### src/rtl/particle_step_with_box_collision_defines.svh
// Assertion macros used by the top-level RTL file.
`ifndef PARTICLE_STEP_WITH_BOX_COLLISION_DEFINES_SVH
`define PARTICLE_STEP_WITH_BOX_COLLISION_DEFINES_SVH

// Same-cycle implication, checked outside reset.
`define PSB_ASSERT_NOW(lbl, ante, cons, msg) \
  lbl: assert property (@(posedge clk) disable iff (rst) (ante) |-> (cons)) else $error(msg);

// Next-cycle implication, checked outside reset.
`define PSB_ASSERT_NEXT(lbl, ante, cons, msg) \
  lbl: assert property (@(posedge clk) disable iff (rst) (ante) |=> (cons)) else $error(msg);

`endif

### src/rtl/psb_pkg.sv
package psb_pkg;

  // Fixed-point layout and limits
  localparam int POS_FRAC_BITS = 4;
  localparam int MAX_WALLS_DEF = 16;
  localparam int DIV_SHIFT     = 8 - POS_FRAC_BITS;
  localparam int NUM_W         = 29;
  localparam int BOX_W         = 21;
  localparam logic [12:0] DT_MAX = 13'd6554;

  // Register reset values
  localparam logic [15:0] MASS_RST     = 16'd2560;
  localparam logic [13:0] RADIUS_RST   = 14'd320;
  localparam logic [15:0] WORLD_RST    = 16'd32000;
  localparam logic [15:0] FRICTION_RST = 16'd62915;
  localparam logic [15:0] BOUNCE_RST   = 16'd32768;

  typedef enum logic [1:0] {
    CMD_STEP  = 2'd0,
    CMD_WALL  = 2'd1,
    CMD_PLACE = 2'd2
  } cmd_t;

  typedef enum logic [2:0] {
    CFG_MASS       = 3'd0,
    CFG_RADIUS     = 3'd1,
    CFG_LIMIT_X    = 3'd2,
    CFG_LIMIT_Y    = 3'd3,
    CFG_FRICTION   = 3'd4,
    CFG_BOUNCE     = 3'd5,
    CFG_WALL_COUNT = 3'd6
  } cfg_idx_t;

  typedef enum logic [3:0] {
    ST_IDLE, ST_FMUL, ST_DIV_GO, ST_DIV_WAIT, ST_ACC, ST_FRIC, ST_FRIC_APPLY,
    ST_MVX, ST_MVX_ADD, ST_SCAN_X, ST_BNC_X, ST_MVY, ST_MVY_ADD, ST_SCAN_Y,
    ST_BNC_Y, ST_DONE
  } state_t;

  // Normalized wall rectangle
  typedef struct packed {
    logic signed [16:0] left;
    logic signed [16:0] right;
    logic signed [16:0] top;
    logic signed [16:0] bottom;
  } wall_t;

  // Particle box under test
  typedef struct packed {
    logic signed [BOX_W-1:0] left;
    logic signed [BOX_W-1:0] right;
    logic signed [BOX_W-1:0] top;
    logic signed [BOX_W-1:0] bottom;
  } box_t;

  function automatic logic signed [18:0] sat_vel(input logic signed [30:0] v);
    if (v > 31'sd262143) return 19'sd262143;
    if (v < -31'sd262144) return -19'sd262144;
    return v[18:0];
  endfunction

  function automatic logic signed [18:0] apply_sign(input logic [18:0] mag, input logic neg);
    return neg ? -$signed(mag) : $signed(mag);
  endfunction

endpackage

### src/rtl/psb_div.sv
// Restoring divider, one quotient bit per cycle
module psb_div #(
  parameter int NW = 29,
  parameter int DW = 16
) (
  input  logic          clk,
  input  logic          rst,
  input  logic          start,
  input  logic [NW-1:0] num,
  input  logic [DW-1:0] den,
  output logic          busy,
  output logic [NW-1:0] quo
);

  localparam int CW = $clog2(NW + 1);

  logic [CW-1:0] cnt;
  logic [DW-1:0] rem;
  logic [NW-1:0] q;
  logic [DW:0]   trial;
  logic [DW:0]   diff;
  logic          ge;

  // trial subtract of the next numerator bit
  always_comb begin
    trial = {rem, q[NW-1]};
    diff  = trial - {1'b0, den};
    ge    = !diff[DW];
  end

  always_ff @(posedge clk) begin
    if (rst) begin
      cnt <= '0;
    end else if (start) begin
      cnt <= CW'(NW);
    end else if (cnt != '0) begin
      cnt <= cnt - 1'b1;
    end
  end

  always_ff @(posedge clk) begin
    if (start) begin
      q   <= num;
      rem <= '0;
    end else if (cnt != '0) begin
      rem <= ge ? diff[DW-1:0] : trial[DW-1:0];
      q   <= {q[NW-2:0], ge};
    end
  end

  assign busy = (cnt != '0);
  assign quo  = q;

endmodule

### src/rtl/psb_wall_scan.sv
// Wall table and sequential overlap scan, one entry per cycle
module psb_wall_scan #(
  parameter int MAX_WALLS = psb_pkg::MAX_WALLS_DEF
) (
  input  logic                 clk,
  input  logic                 rst,
  input  logic                 wr_en,
  input  logic [(MAX_WALLS > 1 ? $clog2(MAX_WALLS) : 1)-1:0] wr_idx,
  input  psb_pkg::wall_t       wr_data,
  input  logic                 start,
  input  logic [$clog2(MAX_WALLS + 1)-1:0] count,
  input  psb_pkg::box_t        box,
  output logic                 busy,
  output logic                 hit
);

  localparam int IW = (MAX_WALLS > 1) ? $clog2(MAX_WALLS) : 1;
  localparam int CW = $clog2(MAX_WALLS + 1);
  localparam int BW = psb_pkg::BOX_W;

  psb_pkg::wall_t mem [MAX_WALLS];
  psb_pkg::wall_t rd_data;
  logic [CW-1:0]  addr;
  logic           issuing;
  logic           rd_valid;
  logic           overlap;

  // table write port
  always_ff @(posedge clk) begin
    if (wr_en) begin
      mem[wr_idx] <= wr_data;
    end
  end

  // table read port, registered
  always_ff @(posedge clk) begin
    if (issuing) begin
      rd_data <= mem[addr[IW-1:0]];
    end
  end

  // strict overlap of box and wall on both axes
  always_comb begin
    overlap = (box.left < box.right) && (box.top < box.bottom) &&
              (rd_data.left < rd_data.right) && (rd_data.top < rd_data.bottom) &&
              (box.left < BW'(rd_data.right)) && (BW'(rd_data.left) < box.right) &&
              (box.top < BW'(rd_data.bottom)) && (BW'(rd_data.top) < box.bottom);
  end

  // scan control
  always_ff @(posedge clk) begin
    if (rst) begin
      issuing  <= 1'b0;
      rd_valid <= 1'b0;
      addr     <= '0;
      hit      <= 1'b0;
    end else if (start) begin
      issuing  <= (count != '0);
      rd_valid <= 1'b0;
      addr     <= '0;
      hit      <= 1'b0;
    end else begin
      rd_valid <= issuing;
      if (issuing) begin
        addr <= addr + 1'b1;
        if (CW'(addr + 1'b1) == count) begin
          issuing <= 1'b0;
        end
      end
      if (rd_valid && overlap) begin
        hit <= 1'b1;
      end
    end
  end

  assign busy = issuing | rd_valid;

endmodule

### src/rtl/particle_step_with_box_collision.sv
// One particle in a box world with up to MAX_WALLS rectangular walls. Every input
// beat gives exactly one result beat. A write-wall, reset-particle or unknown command
// goes straight to the done state after acceptance and has its result registered
// there once the result register is free. A step scales both forces by dt, runs
// both force divisions in parallel through bit-serial dividers, applies friction,
// then moves each axis in turn, scanning the wall memory one entry per cycle, and
// bounces an axis that is blocked. One item is in work at a time; the result
// register lets the next beat enter while a result still waits, and a stalled result
// holds the item in its last state. Config is always ready.
`include "particle_step_with_box_collision_defines.svh"

module particle_step_with_box_collision #(
  parameter int MAX_WALLS = psb_pkg::MAX_WALLS_DEF
) (
  input  logic                clk,
  input  logic                rst,
  // config write
  input  logic                cfg_valid,
  output logic                cfg_ready,
  input  logic [2:0]          cfg_index,
  input  logic [15:0]         cfg_data,
  // input beat
  input  logic                in_valid,
  output logic                in_stall,
  input  logic [1:0]          cmd,
  input  logic signed [16:0]  force_x,
  input  logic signed [16:0]  force_y,
  input  logic [15:0]         dt,
  input  logic [3:0]          wall_index,
  input  logic signed [16:0]  wall_left,
  input  logic signed [16:0]  wall_top,
  input  logic signed [16:0]  wall_right,
  input  logic signed [16:0]  wall_bottom,
  // result beat
  output logic                out_valid,
  input  logic                out_stall,
  output logic signed [16:0]  pos_x,
  output logic signed [16:0]  pos_y,
  output logic signed [18:0]  vel_x,
  output logic signed [18:0]  vel_y,
  output logic                blocked_x,
  output logic                blocked_y
);

  localparam int IW = (MAX_WALLS > 1) ? $clog2(MAX_WALLS) : 1;
  localparam int CW = $clog2(MAX_WALLS + 1);
  localparam int BW = psb_pkg::BOX_W;
  localparam int NW = psb_pkg::NUM_W;

  psb_pkg::state_t state, state_next;

  // config registers
  logic [15:0] mass, limit_x, limit_y, friction, bounce;
  logic [13:0] radius;
  logic [4:0]  wall_count;

  // particle state
  logic signed [16:0] particle_x, particle_y;
  logic signed [18:0] speed_x, speed_y;

  // per-item registers
  logic signed [16:0] fx, fy;
  logic [12:0]        dt_sat;
  logic               bx, by;
  logic signed [19:0] cand_x, cand_y;
  logic [34:0]        prod_x, prod_y;

  logic        accept;
  logic        out_free;
  logic        div_start, scan_start;
  logic        div_busy_x, div_busy_y;
  logic [NW-1:0] quo_x, quo_y;
  logic [15:0] den;
  logic [18:0] mul_a_x, mul_a_y;
  logic [15:0] mul_b_x, mul_b_y;
  logic        scan_busy, scan_hit;
  logic        world_hit_x, world_hit_y;
  logic        blocked_now;
  logic [CW-1:0] count_sat;
  logic [IW-1:0] wr_idx;
  logic [12:0]   idx_rem;
  psb_pkg::wall_t wr_wall;
  psb_pkg::box_t  box;
  logic signed [BW-1:0] rad_s;
  logic signed [BW-1:0] cx_s, cy_s, px_s, py_s;

  assign accept    = in_valid && !in_stall;
  assign in_stall  = (state != psb_pkg::ST_IDLE);
  assign cfg_ready = 1'b1;
  assign out_free  = !out_valid || !out_stall;

  // config writes
  always_ff @(posedge clk) begin
    if (rst) begin
      mass       <= psb_pkg::MASS_RST;
      radius     <= psb_pkg::RADIUS_RST;
      limit_x    <= psb_pkg::WORLD_RST;
      limit_y    <= psb_pkg::WORLD_RST;
      friction   <= psb_pkg::FRICTION_RST;
      bounce     <= psb_pkg::BOUNCE_RST;
      wall_count <= '0;
    end else if (cfg_valid && cfg_ready) begin
      case (cfg_index)
        psb_pkg::CFG_MASS:       mass       <= cfg_data;
        psb_pkg::CFG_RADIUS:     radius     <= cfg_data[13:0];
        psb_pkg::CFG_LIMIT_X:    limit_x    <= cfg_data;
        psb_pkg::CFG_LIMIT_Y:    limit_y    <= cfg_data;
        psb_pkg::CFG_FRICTION:   friction   <= cfg_data;
        psb_pkg::CFG_BOUNCE:     bounce     <= cfg_data;
        psb_pkg::CFG_WALL_COUNT: wall_count <= cfg_data[4:0];
        default: ;
      endcase
    end
  end

  // wall write: table index modulo depth, edges normalized
  always_comb begin
    idx_rem = {9'd0, wall_index};
    for (int j = 3; j >= 0; j--) begin
      if (idx_rem >= 13'(MAX_WALLS << j)) begin
        idx_rem = idx_rem - 13'(MAX_WALLS << j);
      end
    end
    wr_idx         = idx_rem[IW-1:0];
    wr_wall.left   = (wall_left < wall_right) ? wall_left : wall_right;
    wr_wall.right  = (wall_left < wall_right) ? wall_right : wall_left;
    wr_wall.top    = (wall_top < wall_bottom) ? wall_top : wall_bottom;
    wr_wall.bottom = (wall_top < wall_bottom) ? wall_bottom : wall_top;
    count_sat = (32'(wall_count) > MAX_WALLS) ? CW'(MAX_WALLS) : CW'(wall_count);
  end

  // box under test and world limits
  always_comb begin
    rad_s = BW'($signed({1'b0, radius}));
    cx_s  = BW'(cand_x);
    cy_s  = BW'(cand_y);
    px_s  = BW'(particle_x);
    py_s  = BW'(particle_y);
    if (state == psb_pkg::ST_SCAN_Y) begin
      box.left   = px_s - rad_s;
      box.right  = px_s + rad_s;
      box.top    = cy_s - rad_s;
      box.bottom = cy_s + rad_s;
    end else begin
      box.left   = cx_s - rad_s;
      box.right  = cx_s + rad_s;
      box.top    = py_s - rad_s;
      box.bottom = py_s + rad_s;
    end
    world_hit_x = (cx_s - rad_s < 0) || (cx_s + rad_s > BW'($signed({1'b0, limit_x})));
    world_hit_y = (cy_s - rad_s < 0) || (cy_s + rad_s > BW'($signed({1'b0, limit_y})));
    blocked_now = scan_hit ||
                  ((state == psb_pkg::ST_SCAN_Y) ? world_hit_y : world_hit_x);
  end

  // multiplier operands per state
  always_comb begin
    mul_a_x = (state == psb_pkg::ST_FMUL) ? 19'(fx < 0 ? -fx : fx)
                                          : 19'(speed_x < 0 ? -speed_x : speed_x);
    mul_a_y = (state == psb_pkg::ST_FMUL) ? 19'(fy < 0 ? -fy : fy)
                                          : 19'(speed_y < 0 ? -speed_y : speed_y);
    if (state == psb_pkg::ST_FMUL || state == psb_pkg::ST_MVX) begin
      mul_b_x = {3'd0, dt_sat};
    end else if (state == psb_pkg::ST_FRIC) begin
      mul_b_x = friction;
    end else begin
      mul_b_x = bounce;
    end
    if (state == psb_pkg::ST_FMUL || state == psb_pkg::ST_MVY) begin
      mul_b_y = {3'd0, dt_sat};
    end else if (state == psb_pkg::ST_FRIC) begin
      mul_b_y = friction;
    end else begin
      mul_b_y = bounce;
    end
    den = (mass == '0) ? 16'd1 : mass;
  end

  // registered products, one lane per axis
  always_ff @(posedge clk) begin
    prod_x <= mul_a_x * mul_b_x;
    prod_y <= mul_a_y * mul_b_y;
  end

  psb_div #(.NW(NW), .DW(16)) u_div_x (
    .clk(clk), .rst(rst), .start(div_start),
    .num(NW'(prod_x >> psb_pkg::DIV_SHIFT)), .den(den),
    .busy(div_busy_x), .quo(quo_x)
  );

  psb_div #(.NW(NW), .DW(16)) u_div_y (
    .clk(clk), .rst(rst), .start(div_start),
    .num(NW'(prod_y >> psb_pkg::DIV_SHIFT)), .den(den),
    .busy(div_busy_y), .quo(quo_y)
  );

  psb_wall_scan #(.MAX_WALLS(MAX_WALLS)) u_scan (
    .clk(clk), .rst(rst),
    .wr_en(accept && cmd == psb_pkg::CMD_WALL), .wr_idx(wr_idx), .wr_data(wr_wall),
    .start(scan_start), .count(count_sat), .box(box),
    .busy(scan_busy), .hit(scan_hit)
  );

  // state register
  always_ff @(posedge clk) begin
    if (rst) begin
      state <= psb_pkg::ST_IDLE;
    end else begin
      state <= state_next;
    end
  end

  // next state and strobes
  always_comb begin
    state_next = state;
    div_start  = 1'b0;
    scan_start = 1'b0;
    unique case (state)
      psb_pkg::ST_IDLE: begin
        if (in_valid) begin
          state_next = (cmd == psb_pkg::CMD_STEP) ? psb_pkg::ST_FMUL : psb_pkg::ST_DONE;
        end
      end
      psb_pkg::ST_FMUL:       state_next = psb_pkg::ST_DIV_GO;
      psb_pkg::ST_DIV_GO: begin
        div_start  = 1'b1;
        state_next = psb_pkg::ST_DIV_WAIT;
      end
      psb_pkg::ST_DIV_WAIT: begin
        if (!div_busy_x && !div_busy_y) state_next = psb_pkg::ST_ACC;
      end
      psb_pkg::ST_ACC:        state_next = psb_pkg::ST_FRIC;
      psb_pkg::ST_FRIC:       state_next = psb_pkg::ST_FRIC_APPLY;
      psb_pkg::ST_FRIC_APPLY: state_next = psb_pkg::ST_MVX;
      psb_pkg::ST_MVX:        state_next = psb_pkg::ST_MVX_ADD;
      psb_pkg::ST_MVX_ADD: begin
        scan_start = 1'b1;
        state_next = psb_pkg::ST_SCAN_X;
      end
      psb_pkg::ST_SCAN_X: begin
        if (!scan_busy) state_next = blocked_now ? psb_pkg::ST_BNC_X : psb_pkg::ST_MVY;
      end
      psb_pkg::ST_BNC_X:      state_next = psb_pkg::ST_MVY;
      psb_pkg::ST_MVY:        state_next = psb_pkg::ST_MVY_ADD;
      psb_pkg::ST_MVY_ADD: begin
        scan_start = 1'b1;
        state_next = psb_pkg::ST_SCAN_Y;
      end
      psb_pkg::ST_SCAN_Y: begin
        if (!scan_busy) state_next = blocked_now ? psb_pkg::ST_BNC_Y : psb_pkg::ST_DONE;
      end
      psb_pkg::ST_BNC_Y:      state_next = psb_pkg::ST_DONE;
      psb_pkg::ST_DONE: begin
        if (out_free) state_next = psb_pkg::ST_IDLE;
      end
      default:                state_next = psb_pkg::ST_IDLE;
    endcase
  end

  // item fields
  always_ff @(posedge clk) begin
    if (accept) begin
      fx     <= force_x;
      fy     <= force_y;
      dt_sat <= (dt > 16'(psb_pkg::DT_MAX)) ? psb_pkg::DT_MAX : dt[12:0];
    end
    if (state == psb_pkg::ST_MVX_ADD) begin
      cand_x <= 20'(particle_x) + 20'(psb_pkg::apply_sign(prod_x[34:16], speed_x < 0));
    end
    if (state == psb_pkg::ST_MVY_ADD) begin
      cand_y <= 20'(particle_y) + 20'(psb_pkg::apply_sign(prod_y[34:16], speed_y < 0));
    end
  end

  // particle state update
  always_ff @(posedge clk) begin
    if (rst) begin
      particle_x <= 17'(psb_pkg::WORLD_RST >> 1);
      particle_y <= 17'(psb_pkg::WORLD_RST >> 1);
      speed_x    <= '0;
      speed_y    <= '0;
      bx         <= 1'b0;
      by         <= 1'b0;
    end else begin
      if (accept) begin
        bx <= 1'b0;
        by <= 1'b0;
        if (cmd == psb_pkg::CMD_PLACE) begin
          particle_x <= 17'(limit_x >> 1);
          particle_y <= 17'(limit_y >> 1);
          speed_x    <= '0;
          speed_y    <= '0;
        end
      end
      unique case (state)
        psb_pkg::ST_ACC: begin
          speed_x <= psb_pkg::sat_vel(31'(speed_x) +
                     (fx < 0 ? -$signed(31'(quo_x)) : $signed(31'(quo_x))));
          speed_y <= psb_pkg::sat_vel(31'(speed_y) +
                     (fy < 0 ? -$signed(31'(quo_y)) : $signed(31'(quo_y))));
        end
        psb_pkg::ST_FRIC_APPLY: begin
          speed_x <= psb_pkg::apply_sign(prod_x[34:16], speed_x < 0);
          speed_y <= psb_pkg::apply_sign(prod_y[34:16], speed_y < 0);
        end
        psb_pkg::ST_SCAN_X: begin
          if (!scan_busy) begin
            if (blocked_now) bx <= 1'b1;
            else particle_x <= cand_x[16:0];
          end
        end
        psb_pkg::ST_BNC_X: speed_x <= -psb_pkg::apply_sign(prod_x[34:16], speed_x < 0);
        psb_pkg::ST_SCAN_Y: begin
          if (!scan_busy) begin
            if (blocked_now) by <= 1'b1;
            else particle_y <= cand_y[16:0];
          end
        end
        psb_pkg::ST_BNC_Y: speed_y <= -psb_pkg::apply_sign(prod_y[34:16], speed_y < 0);
        default: ;
      endcase
    end
  end

  // result register
  always_ff @(posedge clk) begin
    if (rst) begin
      out_valid <= 1'b0;
    end else if (state == psb_pkg::ST_DONE && out_free) begin
      out_valid <= 1'b1;
    end else if (!out_stall) begin
      out_valid <= 1'b0;
    end
  end

  always_ff @(posedge clk) begin
    if (state == psb_pkg::ST_DONE && out_free) begin
      pos_x     <= particle_x;
      pos_y     <= particle_y;
      vel_x     <= speed_x;
      vel_y     <= speed_y;
      blocked_x <= bx;
      blocked_y <= by;
    end
  end

  `PSB_ASSERT_NEXT(a_busy_after_accept, accept, state != psb_pkg::ST_IDLE, "idle after accept")
  `PSB_ASSERT_NOW(a_div_only_in_wait, div_busy_x || div_busy_y, state == psb_pkg::ST_DIV_WAIT, "divider runs outside wait")
  `PSB_ASSERT_NOW(a_scan_idle_when_idle, state == psb_pkg::ST_IDLE, !scan_busy, "scan runs while idle")
  `PSB_ASSERT_NEXT(a_blocked_x_holds, state == psb_pkg::ST_SCAN_X && !scan_busy && blocked_now, particle_x == $past(particle_x), "blocked x move not reverted")

endmodule

### config.mk
export PLATFORM = sky130hd
export DESIGN_NAME = particle_step_with_box_collision
export DESIGN_NICKNAME = d
export VERILOG_FILES = /design/src/rtl/psb_pkg.sv /design/src/rtl/psb_div.sv /design/src/rtl/psb_wall_scan.sv /design/src/rtl/particle_step_with_box_collision.sv
export VERILOG_INCLUDE_DIRS = /design/src /design/src/rtl
export SDC_FILE = /design/constraint.sdc
export NUM_CORES = 2
export LEC_CHECK = 0
export BUFFER_PORTS_ARGS = -buffer_cell sky130_fd_sc_hd__buf_2
export CAP_MARGIN = 10
export CORE_ASPECT_RATIO = 1.4
export CORE_MARGIN = 2
export CORE_UTILIZATION = 30
export CTS_CLUSTER_SIZE = 12
export DETAILED_ROUTE_END_ITERATION = 10
export GPL_ROUTABILITY_DRIVEN = 0
export PLACE_DENSITY_LB_ADDON = 0.1
export SYNTH_ARGS = -nofsm -noshare
export SYNTH_HDL_FRONTEND = slang
export SYNTH_SLANG_ARGS = --single-unit
### constraint.sdc
create_clock -name clk -period 23.5 [get_ports clk]
set_input_delay 0 -clock clk [delete_from_list [all_inputs] [get_ports clk]]
set_output_delay 0 -clock clk [all_outputs]
set_load 0.05 [all_outputs]
==> impl_metrics.ini <==
[outcome]
status = finished clean

[power_and_ir_drop]
combPwrFrac = 0.515
p_per_area_nw_per_um2 = 118.3
p_seq_frac = 0.279
netSwitchingFraction = 0.4432
leakagePower_nw = 45.33
switching_power_w = 0.006221
internal_power_w = 0.007815
ir_worst_vdd_uv = 81.78
power.share.clock = 0.206

[placement]
io_buffers = 223
placed_area_um2 = 110200
dpl.hpwl_um = 262600
dp.cells = 13350

[critical_path]
start_kind = register
r2r_start = state[0]
crit_top_cell = fa_1
worst-path-max-fanout = 56
crit_end = prod_x[33]
critPathTopFamily = adder cells
startpoint = state[0]
worst_setup_path_end_kind = register
arrival_ps = 9750
worst-setup-path-type = register to register
cp.required_ps = 24190
reg2reg_depth = 24
reg2reg_to = prod_x[33]
timing.critical_path.buf_inv = 4
crit_chain = nor4b_4, buf_4, nor2_1, a21oi_1, nand2_1, fa_1, inv_1, fa_1, inv_1, fa_1, inv_1, fa_1, fa_1, fa_1, ha_1, nor4_1, nand2b_1, o21ai_0, o21a_1, o21ai_0, a2111oi_0, nor3_1, a211o_1, xor2_1
r2r_setup_slack_ps = 14430
path_depth = 24
slowest_stage = a21oi_1
slowest_delay_ps = 850

[synthesis]
synth_compound_area_frac = 0.09485
ys_seq_elements = 1665
synth_top_family_by_area = adder cells
synthArstFlopShare = 0
avgSynthCellArea_um2 = 11.72
synth_edf_count = 1375
netlist-cell-type-count = 97
yosysWarnings = 0
synthCells = 8814
synth-adder-area-share = 0.1767
synth_mux_area_frac = 0.08832
synth_fp_nets = 10130
synth_xor_area_frac = 0.03925
yosysSeqAreaShare = 0.4559
yosys.area_share.simple = 0.1011
synth_area_um2 = 103300
ys.flop_type = edfxtp_1

[cells_and_area]
fin_cells = 13940
nNetsFinal = 10620
syn2layout_area_growth_pct = 14.86
final_common_cell = edfxtp_1
final_util = 0.3453
finalInstanceArea_um2 = 118700
drive_gt1_frac = 0.1223
final_cell_mix = 1375 x edfxtp_1, 985 x nand2_1, 842 x inv_1

[floorplanning]
core-area_um2 = 343600
dieArea_um2 = 349100
start_util = 0.3006
die-height_um = 698.3
die_w_um = 500.0
ios = 225
rows = 255

[clocking]
cts_buffers = 193
insertion_delay_ps = 870
postCtsSetupBuffers = 0
cts_resized = 0
h-tree-depth = 4
clock-root-buffer = clkbuf_16
cts_tree = done
clk_pin_slew_worst_paths_ps = 60
cts.sinks = 1665
cts.path.max_buffers = 4

[sta]
slew_headroom = 0.1227
min_period_over_period = 0.3858
fin_skew_ps = 96.13
fin_setup_tns_ps = 0
hold_viol = 0
rsz0062_at_grt = no
finalSetupViolations = 0
slew_viol_final = 0
hold_ws_ps = 187.9
min_period_ps = 9067
fmax_ghz = 0.1103
worst_pin_slew_ps = 1302

[drt]
drcViolationCount = 0
final_antenna_net_count = 0
viasPerCell = 5.104
drt_iter0_drc = 4598
routed_wl_um = 365000
drt-pass1-iter-count = 6
wl_per_cell_um = 26.19
dr_total_vias = 71140

[grt]
gr-total-overflow = 0
grt.total_usage = 0.2062
grt_pass1_vias = 74530
grt_pass1_wl_um = 526400
grt_max_degree = 100
antenna_found_initial = 18

[worst_hold_path]
min_path_type = input pin to register

[run]
maxCapViolations = 0
==> kinds of logic after synthesis <==
family,count (synthesis)
AO/OA/AOI/OAI,1530
XOR/XNOR,463
adder cells (fa/ha/maj),1167
buffers and inverters,1194
flip-flops,1665
multiplexers,477
other,1
AND/OR/NAND/NOR,2317
==> worst min path at each step <==
stage                 start        end  depth (start not counted)
2_1_floorplan    force_x[0]      fx[0]                          0
3_3_place_gp    force_x[11]     fx[11]                          1
3_5_place_dp    force_x[11]     fx[11]                          1
4_1_cts              dt[15]  dt_sat[7]                          5
5_1_grt        cfg_data[13]   mass[13]                          4
6_report             dt[15]  dt_sat[7]                          5
==> flip-flops by register name (all words and copies together), names as in the netlist, 19 cells and up <==
signal          count
speed_y            19
vel_x              19
u_scan.rd_data     68
cand_y             20
prod_x             31
prod_y             31
u_div_x.quo        29
speed_x            19
u_scan.mem       1088
cand_x             20
u_div_y.quo        29
vel_y              19
==> layer usage <==
layer / global-route usage / vias up / wire (um)
met5: 0 / - / 40
met4: 0.09485 / 6 / 19510
met3: 0.02076 / 590 / 12720
met2: 0.3790 / 1674 / 190300
met1: 0.2393 / 36340 / 142500
li1: - / 32530 / -
==> power by group through the flow <==
stage | Sequential [W] | Clock (W) | Combinational [W]
2_1_floorplan | 0.00379 | 0 | 0.00485
3_3_place_gp | 0.00397 | 0 | 0.00722
3_5_place_dp | 0.00397 | 0 | 0.00721
4_1_cts | 0.00392 | 0.00299 | 0.00734
5_1_grt | 0.00394 | 0.00309 | 0.00805
6_report | 0.00391 | 0.00289 | 0.00723
==> through the flow <==
stage,setup slack [ps],total power [W]
floorplan,15430,0.008634
global placement,14680,0.01119
detailed placement,14490,0.01119
CTS,14430,0.01424
global route,13740,0.01507
finish,14430,0.01404
==> synthesized netlist by cell type (all sizes together), types with 17 or more instances <==
cell	instances	area, um^2
o21a	70	525.5
nor3	120	600.6
o21ai	367	1837
fa	486	9729
xor2	156	1366
and2	43	270.3
nand4	42	262.8
edfxtp	1375	41290
a31oi	45	296.5
or3	59	370.4
mux4	340	7657
nand3	115	575.6
xnor2	307	2689
or4	29	232.7
buf	67	287.8
a22oi	17	127.6
nand2b	94	590.6
o31ai	62	470.5
nor2	592	2222
o211ai	33	247.7
a211oi	54	410.4
o41ai	35	351.6
clkbuf	283	1082
nor2b	97	606.8
mux2	76	855.8
o21bai	53	397.9
a21o	116	870.8
a21oi	468	2342
and3	31	193.9
or2	25	156.4
nor4	36	240.2
inv	844	3168
dfxtp	290	5806
ha	681	8521
nand2	985	3697
mux2i	61	610.6
==> worst reg2reg max path, delay by kind of cell (launching register included) <==
kind                       cells  cell delay [ps]
DFF                            1              840
AOI/OAI and AO/OA              6             2680
xor gates and xnor gates       1              140
buffers and inverters          4              790
and+or+nand+nor                6             1290
adders and majority gates      7             3210
==> area by class of cell <==
| type | instances | area (um^2) |
|---|---|---|
| Antenna cell | 8 | 20.02 |
| Clock buffer | 249 | 5216 |
| Clock inverter | 77 | 618.1 |
| Fill cell | 33940 | 225000 |
| Inverter | 844 | 3168 |
| Multi-Input combinational cell | 5955 | 51960 |
| Sequential cell | 1665 | 47120 |
| Tap cell | 4497 | 5627 |
| Timing Repair Buffer | 642 | 4925 |
==> timing repair <==
| action | in CTS | in global routing |
|---|---|---|
| hold endpoints to repair | 1515 | 0 |
| setup endpoints to repair | 0 | 0 |
| hold buffers | 256 | 0 |
Note: power is estimated with default switching activity, not from simulation.
